File: config.mk
export PLATFORM = sky130hd
export DESIGN_NAME = extended_gcd_coefficient_flat
export DESIGN_NICKNAME = d
export VERILOG_FILES = /design/src/sv/egcd_pkg.sv /design/src/sv/egcd_if.sv /design/src/sv/extended_gcd_coefficient.sv /design/src/sv/egcd_div.sv /design/src/flat_wrapper.sv
export SDC_FILE = /design/constraint.sdc
export NUM_CORES = 1
export LEC_CHECK = 0
export BUFFER_PORTS_ARGS = -buffer_cell sky130_fd_sc_hd__buf_2
export CAP_MARGIN = 15
export CORE_MARGIN = 3
export CORE_UTILIZATION = 55
export DETAILED_ROUTE_END_ITERATION = 10
export HOLD_SLACK_MARGIN = 0.08
export PLACE_DENSITY = 0.7
export SLEW_MARGIN = 30
export SYNTH_ARGS = -nofsm -noshare
export SYNTH_HDL_FRONTEND = slang
export SYNTH_SLANG_ARGS = --single-unit
export TNS_END_PERCENT = 10
File: constraint.sdc
create_clock -name clk_i -period 5.3 [get_ports clk_i]
set_clock_uncertainty 0.05 [all_clocks]
set_input_delay 1.06 -clock clk_i [delete_from_list [all_inputs] [get_ports clk_i]]
set_output_delay 1.06 -clock clk_i [all_outputs]
set_load 0.02 [all_outputs]
File: src/sv/egcd_pkg.sv
package egcd_pkg;

  localparam int unsigned OperandWidthDef = 16;

  typedef enum logic [3:0] {
    StIdle  = 4'b0001,
    StCheck = 4'b0010,
    StDiv   = 4'b0100,
    StOut   = 4'b1000
  } egcd_state_e;

endpackage

File: src/sv/egcd_if.sv
interface egcd_in_if #(
  parameter int unsigned W = egcd_pkg::OperandWidthDef
);
  logic         valid;
  logic         ready;
  logic [W-1:0] modulus;
  logic [W-1:0] value;

  modport source (output valid, output modulus, output value, input ready);
  modport sink (input valid, input modulus, input value, output ready);
endinterface

interface egcd_out_if #(
  parameter int unsigned W = egcd_pkg::OperandWidthDef
);
  logic                valid;
  logic                ready;
  logic [W-1:0]        divisor;
  logic signed [W-1:0] coefficient;

  modport source (output valid, output divisor, output coefficient, input ready);
  modport sink (input valid, input divisor, input coefficient, output ready);
endinterface

File: src/sv/extended_gcd_coefficient.sv
// Extended Euclid: one item at a time, ready only while idle.
// Each Euclid step runs a check state, a division by the divider and an update of the
// remainders and coefficients. At 16 bits there are at most 23 steps. Once the result
// is taken, the block returns to idle and is ready for the next item. Reset is
// asynchronous, active low, and leaves no result pending.
module extended_gcd_coefficient #(
  parameter int unsigned OPERAND_WIDTH = egcd_pkg::OperandWidthDef
) (
  input  logic        clk_i,
  input  logic        rst_ni,
  egcd_in_if.sink     in_i,
  egcd_out_if.source  out_o
);
  import egcd_pkg::*;

  localparam int unsigned W = OPERAND_WIDTH;

  egcd_state_e state_q, state_d;

  logic [W-1:0]      rp_q, rp_d;
  logic [W-1:0]      rc_q, rc_d;
  logic signed [W:0] cp_q, cp_d;
  logic signed [W:0] cc_q, cc_d;
  logic [W-1:0]        gcd_q, gcd_d;
  logic signed [W-1:0] coef_q, coef_d;

  logic                div_start;
  logic                div_done;
  logic [W-1:0]        div_rem;
  logic signed [W+1:0] div_prod;
  logic signed [W+1:0] co_next;

  egcd_div #(
    .W(W)
  ) u_div (
    .clk_i      (clk_i),
    .rst_ni     (rst_ni),
    .start_i    (div_start),
    .dividend_i (rp_q),
    .divisor_i  (rc_q),
    .coef_i     (cc_q),
    .done_o     (div_done),
    .rem_o      (div_rem),
    .prod_o     (div_prod)
  );

  // The magnitude of the new coefficient never exceeds modulus / gcd, so it
  // fits one bit wider than the operands.
  assign co_next = {cp_q[W], cp_q} - div_prod;

  always_comb begin
    state_d   = state_q;
    rp_d      = rp_q;
    rc_d      = rc_q;
    cp_d      = cp_q;
    cc_d      = cc_q;
    gcd_d     = gcd_q;
    coef_d    = coef_q;
    div_start = 1'b0;

    case (state_q)
      StIdle: begin
        if (in_i.valid) begin
          rp_d    = in_i.modulus;
          rc_d    = in_i.value;
          cp_d    = '0;
          cc_d    = (W+1)'(1);
          state_d = StCheck;
        end
      end
      StCheck: begin
        if (rc_q == '0) begin
          gcd_d   = rp_q;
          coef_d  = cp_q[W-1:0];
          state_d = StOut;
        end else begin
          div_start = 1'b1;
          state_d   = StDiv;
        end
      end
      StDiv: begin
        if (div_done) begin
          rp_d    = rc_q;
          rc_d    = div_rem;
          cp_d    = cc_q;
          cc_d    = co_next[W:0];
          state_d = StCheck;
        end
      end
      StOut: begin
        if (out_o.ready) begin
          state_d = StIdle;
        end
      end
      default: state_d = StIdle;
    endcase
  end

  always_ff @(posedge clk_i or negedge rst_ni) begin
    if (!rst_ni) begin
      state_q <= StIdle;
    end else begin
      state_q <= state_d;
    end
  end

  always_ff @(posedge clk_i) begin
    rp_q   <= rp_d;
    rc_q   <= rc_d;
    cp_q   <= cp_d;
    cc_q   <= cc_d;
    gcd_q  <= gcd_d;
    coef_q <= coef_d;
  end

  assign in_i.ready        = (state_q == StIdle);
  assign out_o.valid       = (state_q == StOut);
  assign out_o.divisor     = gcd_q;
  assign out_o.coefficient = coef_q;

endmodule

File: src/sv/egcd_div.sv
// Restoring divider, one quotient bit per cycle. Alongside the division it
// builds quotient * coef_i by Horner's rule, so the product is ready when the
// last quotient bit is.
module egcd_div #(
  parameter int unsigned W = egcd_pkg::OperandWidthDef
) (
  input  logic                clk_i,
  input  logic                rst_ni,
  input  logic                start_i,
  input  logic [W-1:0]        dividend_i,
  input  logic [W-1:0]        divisor_i,
  input  logic signed [W:0]   coef_i,
  output logic                done_o,
  output logic [W-1:0]        rem_o,
  output logic signed [W+1:0] prod_o
);
  import egcd_pkg::*;

  localparam int unsigned CntW = $clog2(W + 1);
  localparam logic [CntW-1:0] CntLoad = CntW'(W);
  localparam logic [CntW-1:0] CntOne = CntW'(1);

  logic                busy_q, busy_d;
  logic                done_q, done_d;
  logic [CntW-1:0]     cnt_q, cnt_d;
  logic [W:0]          rem_q, rem_d;
  logic [W-1:0]        dvd_q, dvd_d;
  logic [W-1:0]        dsr_q, dsr_d;
  logic signed [W+1:0] co_q, co_d;
  logic signed [W+1:0] acc_q, acc_d;

  logic [W:0]   rem_shift;
  logic [W+1:0] trial;
  logic         qbit;

  always_comb begin
    rem_shift = {rem_q[W-1:0], dvd_q[W-1]};
    trial     = {1'b0, rem_shift} - {2'b00, dsr_q};
    qbit      = ~trial[W+1];

    busy_d = busy_q;
    done_d = 1'b0;
    cnt_d  = cnt_q;
    rem_d  = rem_q;
    dvd_d  = dvd_q;
    dsr_d  = dsr_q;
    co_d   = co_q;
    acc_d  = acc_q;

    if (start_i) begin
      busy_d = 1'b1;
      cnt_d  = CntLoad;
      rem_d  = '0;
      dvd_d  = dividend_i;
      dsr_d  = divisor_i;
      co_d   = {coef_i[W], coef_i};
      acc_d  = '0;
    end else if (busy_q) begin
      rem_d = qbit ? trial[W:0] : rem_shift;
      dvd_d = {dvd_q[W-2:0], 1'b0};
      acc_d = (acc_q <<< 1) + (qbit ? co_q : '0);
      cnt_d = cnt_q - CntOne;
      if (cnt_q == CntOne) begin
        busy_d = 1'b0;
        done_d = 1'b1;
      end
    end
  end

  always_ff @(posedge clk_i or negedge rst_ni) begin
    if (!rst_ni) begin
      busy_q <= 1'b0;
      done_q <= 1'b0;
      cnt_q  <= '0;
    end else begin
      busy_q <= busy_d;
      done_q <= done_d;
      cnt_q  <= cnt_d;
    end
  end

  always_ff @(posedge clk_i) begin
    rem_q <= rem_d;
    dvd_q <= dvd_d;
    dsr_q <= dsr_d;
    co_q  <= co_d;
    acc_q <= acc_d;
  end

  assign done_o = done_q;
  assign rem_o  = rem_q[W-1:0];
  assign prod_o = acc_q;

endmodule

File: src/flat_wrapper.sv
// flat-port wrapper written by rule: the top's interface ports become plain ports
module extended_gcd_coefficient_flat import egcd_pkg::*;
#(
  parameter int unsigned OPERAND_WIDTH = egcd_pkg::OperandWidthDef
)
  (clk_i, rst_ni, in_i_valid, in_i_modulus, in_i_value, in_i_ready, out_o_valid, out_o_divisor, out_o_coefficient, out_o_ready);
  egcd_in_if #(.W((egcd_pkg::OperandWidthDef))) in_i_i ();
  egcd_out_if #(.W((egcd_pkg::OperandWidthDef))) out_o_i ();
  input  logic clk_i;
  input  logic rst_ni;
  input wire logic [$bits(in_i_i.valid)-1:0] in_i_valid;
  input wire logic [$bits(in_i_i.modulus)-1:0] in_i_modulus;
  input wire logic [$bits(in_i_i.value)-1:0] in_i_value;
  output wire logic [$bits(in_i_i.ready)-1:0] in_i_ready;
  output wire logic [$bits(out_o_i.valid)-1:0] out_o_valid;
  output wire logic [$bits(out_o_i.divisor)-1:0] out_o_divisor;
  output wire logic [$bits(out_o_i.coefficient)-1:0] out_o_coefficient;
  input wire logic [$bits(out_o_i.ready)-1:0] out_o_ready;
  assign in_i_i.valid = in_i_valid;
  assign in_i_i.modulus = in_i_modulus;
  assign in_i_i.value = in_i_value;
  assign in_i_ready = in_i_i.ready;
  assign out_o_valid = out_o_i.valid;
  assign out_o_divisor = out_o_i.divisor;
  assign out_o_coefficient = out_o_i.coefficient;
  assign out_o_i.ready = out_o_ready;
  extended_gcd_coefficient #(.OPERAND_WIDTH(OPERAND_WIDTH)) u_core (.clk_i(clk_i), .rst_ni(rst_ni), .in_i(in_i_i), .out_o(out_o_i));
endmodule
# After elaboration in Yosys (flattened, before gate mapping)
# Index checks and enable logic that the tools add are counted.
# op_classes
n_addsub	4
muxes	31
eq_ne	8
n_reduce_logical	6
# ops
op	count
2-to-1 mux 16 bit	7
2-to-1 mux 17 bit	5
one-hot mux 17 bit (2 select lines)	2
one-hot mux 16 bit (2 select lines)	2
subtractor 17 x 16 -> 18 bit	1
adder 17 bit	1
subtractor 17 bit	1
zero test 16 bit	1
2-to-1 mux 4 bit	4
one-hot mux 4 bit (4 select lines)	1
2-to-1 mux 5 bit	2
2-to-1 mux 1 bit	8
AND reduction 3 bit	2
== test 5 x 1 -> 1 bit, second input constant	1
subtractor 5 x 1 -> 5 bit, second input constant	1
== test 4 x 1 -> 1 bit, second input constant	1
== test 4 x 2 -> 1 bit, second input constant	1
== test 4 x 3 -> 1 bit, second input constant	1
== test 4 bit, second input constant	1
!= test 2 bit, second input constant	2
nonzero test 2 bit	2
!= test 2 x 1 -> 1 bit, second input constant	1
AND reduction 2 bit	1
# word_totals
output_inout_bits	34
reg_bits	191
wordCells	64

# Depth between registers and ports, before layout
# Gate-level depths: netlist of run 1.
# logic_depth
depth_word	4
mapped_depth	19

# Cells and area by module
# A second synthesis of run 1 with hierarchy kept.
# unflattened
cells_unflattened	844
hier_area_um2	9618.0
# modules_own_cells
mod	instances	area_each_um2	seq_area_each_um2	cells_each
egcd_div	1	4972.3	2327.2	456
extended_gcd_coefficient	1	4645.7	3044.2	388

# Worst setup path before layout of run 1
# No wires, ideal clock.
# synth_timing
path_kind	register -> register
startpoint	register u_core.u_div.dsr_q[3]
endpoint	register u_core.u_div.acc_q[15] (netlist: u_core.u_div.prod_o[15])
n_path_buf	1
setup_slack_ns	1.281
t_arrival_ns	3.894
required_time_ns	5.176
stages_incl_launch_ff	20
cell_sequence	edfxtp_1 > inv_1 > ha_1 > a21o_1 > a21oi_2 > a21oi_4 > nor4b_2 > or3_4 > nand2_1 > clkbuf_2 > and2_1 > ha_1 > fa_1 > a211oi_1 > o21bai_1 > nand3b_1 > nand3b_1 > a41o_1 > or3_1 > a31oi_1
# synth_via
elab_chain_len	3
# synth_lines
item	line	source
from (decl)	egcd_div.sv:28	logic [W-1:0] dsr_q, dsr_d;
from (signal assigned)	egcd_div.sv:85	dsr_q <= dsr_d;
subtractor 17 x 16 -> 18 bit	egcd_div.sv:38	trial = {1'b0, rem_shift} - {2'b00, dsr_q};
2-to-1 mux 17 bit	egcd_div.sv:61	acc_d = (acc_q <<< 1) + (qbit ? co_q : '0);
adder 17 bit	egcd_div.sv:61	
to (signal assigned)	egcd_div.sv:87	acc_q <= acc_d;
to (decl)	egcd_div.sv:30	logic signed [W+1:0] acc_q, acc_d;
# Every way passes these cells.
# A chain may end at the register's enable or synchronous reset.

# Worst setup path after layout of run 1
# layout_timing
startpoint	register u_core.u_div.dsr_q[6]
endpoint	register u_core.u_div.acc_q[15] (netlist: u_core.u_div.prod_o[15])
# The elaborated chain is that of the path after synthesis.

==> results.md, run 1 <==
- Outcome: complete, no violations
- Peak supply drop: 315.5 µV
- DP Worst Slack: 0.7113 ns
- Root Driver: clkbuf_16
- PortBufs: 69
- WL met1: 9.078 mm
- Die W: 136.2 µm
- Die area: 18550 µm²
- ANT nets after route: 0
- Clk_lat worst skew: 0.42 ns
- TritonCTS Buffers: 17
- Crit path DAT: 4.93 ns
- Synth cell types: 78
- Crit path capture type: flip-flop
- Total Routing Usage GR: 23.19%
- Share of the yosys chip area belonging to registers: 56.23%
- Ant. Diodes: 0
- Placed cells: 1128
- Highest layer used for signal routing: met4
- Site Rows: 46
- Crit-path cells: inv_1 > ha_1 > a21o_1 > a21oi_2 > nand2b_2 > nor4b_2 > or3_4 > nand2_1 > and2_1 > ha_1 > fa_1 > a211oi_1 > o21bai_1 > nand3b_1 > nand3b_1 > a41o_1 > or3_1 > a31oi_1
- Final Instance Area: 10430 µm²
- GP Congestion: 0.8951
- Leak: 4.337 nW
- Post-CTS Repair Setup Buffers: 0
- Starting Density: 57.43%
- Slowest stage delay, CP: 0.42 ns
- H-tree lvl count: 4
- Nets: 1017
- Post_cts resized: 0
- Met3 Wirelength: 958 µm
- Setup Crit Path Kind: flip-flop to flip-flop
- Crit start category: flip-flop
- #FFs+latches synth: 187
- Mapped Cells: 867
- Clk slew on worst S/H paths: 0.07 ns
- Synthesized area: 9321 µm²
- Layout cells sized above 1: 13.77%
- EDFF count, synth: 144
- Post-Route Utilization: 64.23%
- Drt drc: 0
- Average cell area after synthesis: 10.75 µm²
- Fin crit share: 87.21%
- Slowest stage cell, crit path: fa_1
- Worst setup margin: 0.6779 ns
- Non-Filler Instances: 1160
- Power density over the cells: 634.0 nW/µm²
- Final wirelength: 20.83 mm
- Post-DP HPWL: 13.68 mm
- Deepest clock path buffer count: 2
- Crit path time final: 4.622 ns
- # setup viols final: 0
- Final Hold Viols: 0
- Fin Setup TNS: 0 ns
- Rel. slew slack: 36.96%
- CTS tree: built
- RSZ-0062 raised after global routing: false
- Drt via density: 5.735
- Asr flop ratio synth: 5.882%
- Vias: 6653
- Gr ovfl total: 0
- Synth Warn #: 0
- Slew Limit Fails: 0
- Hold Path Class: flip-flop to flip-flop
- Largest net degree at the start of global routing: 51
- Crit path max fanout: 13
- Fillers: 1308
- Initial antenna violation count: 0
- Syn_nets: 953
- Fmax: 216.4 MHz
- TritonCTS Sinks: 187
- Vias in the first global route: 6836
- Max-Cap Viols: 0
- Data required, critical path: 5.60 ns
- Core box area: 16230 µm²
- Routed len/inst: 17.96 µm
- Die Y: 136.2 µm
- Post-DP Area: 9851 µm²
- CTS Hold Bufs: 0
- Syn-to-layout area delta: 11.84%
- Detailed Route Iter0 Violations: 398
- Drt first pass iters: 5
- Routed wl met2: 10.54 mm
- I/O Pins: 70
- Slew @ Worst Pin: 0.9457 ns
- Global-route wire length before repair: 33.73 mm
- Main flop type after synthesis: edfxtp_1
==> flip-flops by register name, indices dropped and copies added, names as in the netlist <==
name and flops:
u_core.u_div.rem_q 16, u_core.rc_q 16, u_core.out_o.divisor 16, u_core.cc_q 16
u_core.u_div.dsr_q 16, u_core.rp_q 16, u_core.u_div.co_q 16, u_core.u_div.done_o 1
u_core.u_div.busy_q 1, u_core.u_div.dvd_q 16, u_core.u_div.prod_o 16, u_core.cp_q 16
u_core.state_q 4, u_core.u_div.cnt_q 5, u_core.out_o.coefficient 16
==> final cells by class <==
class                           count  area, µm²  share of cell area, %
Clock buffer                       19      432.9                  4.153
Clock inverter                     13      141.4                  1.356
Inverter                           50      187.7                  1.800
Multi-Input combinational cell    597       3719                  35.67
Sequential cell                   187       5241                  50.28
Tap cell                          216      270.3                  2.592
Timing Repair Buffer               78      432.9                  4.153
==> logic make-up (layout without fill, tap and decap cells) <==
kind of cell / after synthesis / count (layout) / synth area share [%]
compound gates: 163 / 163 / 11.92
xor+xnor: 31 / 31 / 2.913
fa+ha+maj: 50 / 50 / 6.953
buf+inv: 83 / 160 / 4.067
flops: 187 / 187 / 56.23
mux: 8 / 8 / 0.8591
simple gates: 345 / 345 / 17.06
==> cell usage after synthesis, types with 5 or more instances <==
library cell	number	area, µm²
dfrtp_1	10	250.2
xor2_1	9	78.83
and3_1	6	37.54
o21ai_0	39	195.2
clkbuf_1	17	63.81
nor3_1	15	75.07
o31ai_1	5	37.54
edfxtp_1	144	4324
nand2_1	169	634.4
nor4_1	9	56.30
a21oi_1	29	145.1
a31oi_1	13	81.33
nand2b_1	9	56.30
mux2i_1	8	80.08
a21o_1	11	82.58
and2_1	30	187.7
nor2b_1	5	31.28
dfxtp_1	32	640.6
ha_1	47	588.1
a211oi_1	9	67.56
inv_1	48	180.2
nand3_1	21	105.1
xnor2_1	22	192.7
nor2_1	58	217.7
o21a_1	12	90.09
==> path summary, 6_finish.rpt <==
kind / start / cells after the start / end / slack [ns]
worst max-delay path: u_core.u_div.dsr_q[6] / 18 / u_core.u_div.prod_o[15] / 0.68
worst min-delay path: u_core.cc_q[9] / 0 / u_core.u_div.co_q[9] / 0.39
worst max register to register: u_core.u_div.dsr_q[6] / 18 / u_core.u_div.prod_o[15] / 0.68
worst min register to register: u_core.cc_q[9] / 0 / u_core.u_div.co_q[9] / 0.39
max in group asynchronous: rst_ni / 1 / u_core.state_q[0] / 4.48
min in group asynchronous: rst_ni / 1 / u_core.state_q[1] / 0.45
==> cell usage in the layout (no fill, tap or decap), types with 10 or more instances in the layout <==
cell type,synthesis,final
dfxtp_1,32,32
dfrtp_1,10,10
nor2_1,58,57
nor3_1,15,14
buf_2,4,69
edfxtp_1,144,144
o21a_1,12,12
clkbuf_16,0,17
nand2_1,169,169
and2_1,30,30
a21oi_1,29,28
xnor2_1,22,22
a21o_1,11,11
ha_1,47,47
a31oi_1,13,13
inv_1,48,48
nand3_1,21,21
o21ai_0,39,39
==> layer usage <==
| layer | track usage, % | vias to the layer above |
|---|---|---|
| met1 | 29.41 | 3236 |
| met2 | 40.51 | 179 |
| met4 | 6.887 | 0 |
| li1 | - | 3216 |
| met3 | 4.404 | 22 |
| met5 | 0 | - |
==> per-stage QoR <==
stage	power (mW)	hold WS [ns]
finish	6.610	0.3903
global route	7.088	0.4122
CTS	6.624	0.3909
detailed placement	5.321	0.3740
global placement	5.210	0.3767
floorplan	4.661	0.3674
==> critical path, delay by kind of cell (launching register included) <==
family / cells / cell delay (ns)
buffers and inverters: 1 / 0.04
flip-flops: 1 / 0.33
adder cells (fa/ha/maj): 3 / 0.97
AO/OA/AOI/OAI: 6 / 1.38
AND/OR/NAND/NOR: 8 / 1.76
==> power by group <==
part           switching (mW)  internal, mW
Sequential              0.282          2.12
Clock                   0.556         0.699
Combinational            1.75          1.20
Total                    2.59          4.02
Power figures use the tool's default switching activity.
==> run 2, diff against run 1 <==
- CORE_UTILIZATION: 55 -> 40
- PLACE_DENSITY: 0.7 -> 0.53
- SYNTH_HIERARCHICAL: default -> 1
==> run 2 against run 1 <==
Effect of this change: global-route usage down 6.0 points; combinational power shrank 2%; clock power is 4% higher; critical endpoint is now u_core/u_div/prod_o[9].
==> results.md, run 2 <==
- Routed len/inst: 18.01 µm (+0.29%)
- Mapped Cells: 805 (-7.2%)
- Syn_nets: 893 (-6.3%)
- Clk slew on worst S/H paths: 0.08 ns (about the same)
- Post-CTS Repair Setup Buffers: 0 (unchanged)
- Fillers: 2138 (+63%)
- Crit path time final: 4.091 ns (-0.5307 ns)
- Vias: 6189 (-7.0%)
- Data required, critical path: 5.55 ns (-0.05 ns)
- Detailed Route Iter0 Violations: 310 (-22%)
- Outcome: complete, no violations
- Drt via density: 5.281 (-7.9%)
- Setup Crit Path Kind: flip-flop to flip-flop
- Most common cell after layout, fill and taps aside: edfxtp_1
- Crit start category: flip-flop
- Crit path max fanout: 22 (+9)
- Crit path capture type: flip-flop
- Post_cts resized: 0 (unchanged)
- TritonCTS Buffers: 17 (unchanged)
- Fin Setup TNS: 0 ns (unchanged)
- Nets: 962 (-5.4%)
- Drt drc: 0 (unchanged)
- Crit path DAT: 4.34 ns (-0.59 ns)
- Drt first pass iters: 5 (unchanged)
- CTS tree: built
- Average cell area after synthesis: 11.51 µm² (+7.1%)
- TritonCTS Sinks: 187 (unchanged)
- Synthesized area: 9266 µm² (-0.59%)
- Largest net degree at the start of global routing: 52 (+2.0%)
- H-tree lvl count: 4 (unchanged)
- Hold Path Class: flip-flop to flip-flop
- Syn-to-layout area delta: 13.58%
- Rel. slew slack: 50.09% (+13 points)
- Site Rows: 55 (+20%)
- # setup viols final: 0 (unchanged)
- Final wirelength: 21.11 mm (+1.3%)
- Gr ovfl total: 0 (unchanged)
- Die Y: 158.2 µm (+16%)
- Fmax: 244.4 MHz (+13%)
- Vias in the first global route: 6405 (-6.3%)
- Root Driver: clkbuf_16
- Starting Density: 40.80% (-17 points)
- Deepest clock path buffer count: 2 (unchanged)
- Core box area: 22710 µm² (+40%)
- Placed cells: 1140 (+1.1%)
- Clk_lat worst skew: 0.43 ns (about the same)
- Fin crit share: 77.20% (-10 points)
- Commonest non-fill, non-tap cells in the layout: edfxtp_1 (144), nand2_1 (133), buf_2 (69)
- Slew Limit Fails: 0 (unchanged)
- Leak: 4.325 nW (-0.26%)
- Layout cells sized above 1: 16.57% (+2.8 points)
- Die W: 158.2 µm (+16%)
- Peak supply drop: 279.3 µV (-11%)
- Total Routing Usage GR: 17.20% (-6.0 points)
- Non-Filler Instances: 1172 (+1.0%)
- GP Congestion: 0.8709 (-2.7%)
- Max-Cap Viols: 0 (unchanged)
- Initial antenna violation count: 0 (unchanged)
- Final Hold Viols: 0 (unchanged)
- Storage element area: 5241 µm² (unchanged)
- Area of the multi-input gates: 3722 µm² (+0.10%)
- Die area: 25030 µm² (+35%)
- RSZ-0062 raised after global routing: false
- ANT nets after route: 0 (unchanged)
- PortBufs: 69 (unchanged)
- Ant. Diodes: 0 (unchanged)
- Slew @ Worst Pin: 0.7409 ns (-0.2048 ns)
- I/O Pins: 70 (unchanged)
- Post-DP HPWL: 14.42 mm (+5.4%)
- Synth Warn #: 6 (+6)
- CTS Hold Bufs: 0 (unchanged)
- Power density over the cells: 626.2 nW/µm² (-1.2%)
- Global-route wire length before repair: 33.25 mm (-1.4%)
==> run 2: per-layer routing <==
layer | vias up | wire length, µm | part of all wire [%] | GRT usage (%)
li1 | 3006 | - | - | -
met4 | 0 | 365 | 1.7 | 5.080
met2 | 98 | 10530 | 50 | 30.12
met1 | 3067 | 9604 | 46 | 21.76
met3 | 18 | 607 | 2.9 | 3.144
met5 | - | 0 | 0 | 0
==> run 2: power breakdown <==
part / internal [mW] / switching [mW]
Combinational: 1.24 / 1.65
Clock: 0.677 / 0.636
Sequential: 2.10 / 0.285
==> run 2: area by class of cell <==
class / instances / share of cell area [%]
flip-flops and latches: 187 / 49.80
multi-input cells: 546 / 35.37
repair buffers: 78 / 4.113
clock buffers: 17 / 4.042
well taps: 285 / 3.388
clock inverters: 15 / 1.724
inverters: 44 / 1.569
==> run 2: per-stage QoR <==
step,util (%),worst slack [ns],power (mW),hold WS (ns),area (µm²)
6_report,46.35,1.209,6.590,0.3939,10530
5_1_grt,46.35,0.7825,7.077,0.3991,10530
4_1_cts,46.35,1.212,6.633,0.3927,10530
3_5_place_dp,43.67,1.214,5.288,0.3787,9918
3_3_place_gp,43.52,1.337,5.209,0.3751,9883
2_1_floorplan,-,1.508,4.634,0.3674,9266
==> run 2: final timing paths <==
| kind | endpoint | slack [ns] | cells past startpoint | from |
|---|---|---|---|---|
| max in group asynchronous | u_core/state_q[0] | 4.47 | 1 | rst_ni |
| min in group asynchronous | u_core/u_div/cnt_q[2] | 0.45 | 1 | rst_ni |
| setup reg to reg | u_core/u_div/prod_o[9] | 1.21 | 18 | u_core/u_div/dsr_q[1] |
| hold reg to reg | u_core/u_div/co_q[0] | 0.39 | 0 | u_core/cc_q[0] |
| hold / removal | u_core/u_div/co_q[0] | 0.39 | 0 | u_core/cc_q[0] |
| setup / recovery | u_core/u_div/prod_o[9] | 1.21 | 18 | u_core/u_div/dsr_q[1] |
==> run 2: critical path, stage by stage (launching register included) <==
cell	delay [ns]
edfxtp_1	0.42
inv_1	0.08
ha_1	0.22
nor2b_1	0.14
o2111ai_1	0.31
a21boi_4	0.12
nor2_1	0.27
o31ai_4	0.12
buf_4	0.24
and2_1	0.19
ha_1	0.20
fa_1	0.43
a211oi_1	0.25
o21bai_1	0.17
a21oi_1	0.25
o21ai_0	0.13
xor2_1	0.16
mux2i_1	0.16
nor2_1	0.06
==> run 3, diff against run 2 <==
- PLACE_DENSITY: 0.53 -> 0.55
- clock period: 5.3 -> 3.35 ns (I/O delays scaled with it)
==> run 3 against run 2 <==
Effect of this change: maximum frequency increased by 22%; worst setup slack got worse by 1.2 ns; count of clock-buffer cells in the layout increased by 3; sequential power increased by 58%; core utilization increased by 3.8 points; final area increased by 8.2%.
==> results.md, run 3 (synthesized netlist as in run 2, its figures left out) <==
- Clk slew on worst S/H paths: 0.07 ns (about the same)
- Worst setup path endpoint: u_core/u_div/prod_o[14]
- TritonCTS Sinks: 187 (unchanged)
- Vias: 6447 (+4.2%)
- Drt via density: 5.117 (-3.1%)
- Clk_lat worst skew: 0.43 ns (about the same)
- Layout cells sized above 1: 27.49% (+11 points)
- ANT nets after route: 0 (unchanged)
- Die Y: 158.2 µm (unchanged)
- Final Hold Viols: 0 (unchanged)
- Fmax: 298.7 MHz (+22%)
- Routed len/inst: 17.37 µm (-3.6%)
- Drt drc: 0 (unchanged)
- Global-route wire length before repair: 34.55 mm (+3.9%)
- Syn-to-layout area delta: 22.93%
- Post-DP Area: 10530 µm² (+6.2%)
- Max-Cap Viols: 0 (unchanged)
- Fin Setup TNS: 0 ns (unchanged)
- Power density over the cells: 1003 nW/µm² (+60%)
- Fillers: 2083 (-2.6%)
- I/O Pins: 70 (unchanged)
- Crit path capture type: flip-flop
- Ant. Diodes: 0 (unchanged)
- Worst R2R Start: u_core/u_div/dsr_q[1]
- Rel. slew slack: 51.55% (+1.5 points)
- Initial antenna violation count: 0 (unchanged)
- Starting Density: 40.80% (unchanged)
- Worst setup margin: 0.002157 ns (-1.206 ns)
- Die W: 158.2 µm (unchanged)
- Peak supply drop: 733.8 µV (+160%)
- CTS tree: built
- Crit path launch: u_core/u_div/dsr_q[1]
- GP Congestion: 0.8759 (+0.57%)
- H-tree lvl count: 4 (unchanged)
- RSZ-0062 raised after global routing: true
- DP Worst Slack: -0.2239 ns (-1.438 ns)
- Vias in the first global route: 6415 (+0.16%)
- Detailed Route Iter0 Violations: 280 (-9.7%)
- Gr ovfl total: 0 (unchanged)
- Root Driver: clkbuf_16
- Total power: 11.42 mW (+73%)
- Total Routing Usage GR: 18.01% (+0.80 points)
- # setup viols final: 0 (unchanged)
- Drt first pass iters: 5 (unchanged)
- Slew Limit Fails: 0 (unchanged)
- Final wirelength: 21.88 mm (+3.7%)
- Crit path DAT: 3.62 ns (-0.72 ns)
- R2r endpoint: u_core/u_div/prod_o[14]
- Data required, critical path: 3.62 ns (-1.93 ns)
- Non-Filler Instances: 1260 (+7.5%)
- Site Rows: 55 (unchanged)
- Die area: 25030 µm² (unchanged)
- Most common cell after layout, fill and taps aside: edfxtp_1
- Area of the multi-input gates: 3966 µm² (+6.6%)
- Fin crit share: 99.94% (+23 points)
- Nets: 1050 (+9.1%)
- Placed cells: 1222 (+7.2%)
- Worst R2R Path Depth: 16 (-2)
- R2r setup slk: 0.002 ns (-1.21 ns)
- PortBufs: 69 (unchanged)
- Storage element area: 5241 µm² (unchanged)
- Outcome: complete, no violations
- Setup Crit Path Kind: flip-flop to flip-flop
- Crit path max fanout: 5 (-77%)
- Deepest clock path buffer count: 2 (unchanged)
- Crit path time final: 3.348 ns (-0.7436 ns)
- Crit start category: flip-flop
- Largest net degree at the start of global routing: 52 (unchanged)
- Post-DP HPWL: 14.98 mm (+3.9%)
- TritonCTS Buffers: 17 (unchanged)
- Commonest non-fill, non-tap cells in the layout: edfxtp_1 (144), nand2_1 (133), buf_4 (92)
- Leak: 4.745 nW (+9.7%)
- Final Instance Area: 11390 µm² (+8.2%)
- Slew @ Worst Pin: 0.7252 ns (-0.01568 ns)
- Core box area: 22710 µm² (unchanged)
- Hold Path Class: flip-flop to flip-flop
## run 3: cell count changes in the layout (fill, tap and decap cells not counted), moves of 6 or more
cell,before,now
o21ai_0,22,15
a21oi_2,2,8
a21oi_1,26,19
ha_1,49,37
ha_4,0,10
buf_4,8,92
## run 3: worst max-delay path, cell delays in order (launching register included)
cell,delay [ns]
edfxtp_1,0.36
inv_1,0.05
ha_1,0.26
nor2b_4,0.17
o2111ai_4,0.14
a21boi_4,0.20
nor2_4,0.07
o31ai_4,0.35
buf_6,0.17
and2_4,0.14
ha_4,0.20
a21o_1,0.20
a21o_1,0.16
a221o_1,0.32
a31oi_2,0.16
xor2_1,0.17
o21ai_1,0.07
## run 3: layout make-up
cell class	instances	share of cell area, %
Inverter	44	1.450
Sequential cell	187	46.01
Tap cell	285	3.130
Multi-Input combinational cell	546	34.82
Clock inverter	12	1.022
Timing Repair Buffer	166	9.732
Clock buffer	20	3.833
## run 3: layer usage
metal  GRT usage [%]  share of wire (%)
met1           24.07                 46
met2           29.89                 49
met3           3.280                2.6
met4           5.612                1.7
met5               0                  0
## run 3: through the flow
| stage | hold slack (ns) | utilization, % |
|---|---|---|
| 2_1_floorplan | 0.3244 | - |
| 3_3_place_gp | 0.3776 | 46.37 |
| 3_5_place_dp | 0.3793 | 46.37 |
| 4_1_cts | 0.3947 | 49.48 |
| 5_1_grt | 0.4073 | 50.16 |
| 6_report | 0.3943 | 50.16 |
## run 3: power by group
group	internal, mW	total (mW)	switching [mW]
registers	3.32	3.77	0.443
clock network	1.04	1.94	0.901
logic	2.79	5.72	2.93
## run 3: worst min-delay path by stage
stage,startpoint,endpoint,slack [ns],depth (start not counted)
after floorplan,rst_ni,u_core/state_q[1],0.32,0
after global placement,u_core/cc_q[0],u_core/u_div/co_q[0],0.38,0
after detailed placement,u_core/rp_q[5],u_core/out_o.divisor[5],0.38,0
after CTS,u_core/cc_q[7],u_core/u_div/co_q[7],0.39,0
after global routing,u_core/cc_q[14],u_core/u_div/co_q[14],0.41,0
final,u_core/cc_q[7],u_core/u_div/co_q[7],0.39,0
## run 3: timing repair
item | in CTS | in global routing
cloned | 1 | 0
setup endpoints to repair | 9 | 10
pin swaps | 19 | 27
buffers inserted | 3 | 2
hold buffers | 1 | 0
gates resized for setup | 27 | 26
hold endpoints to repair | 10 | 0
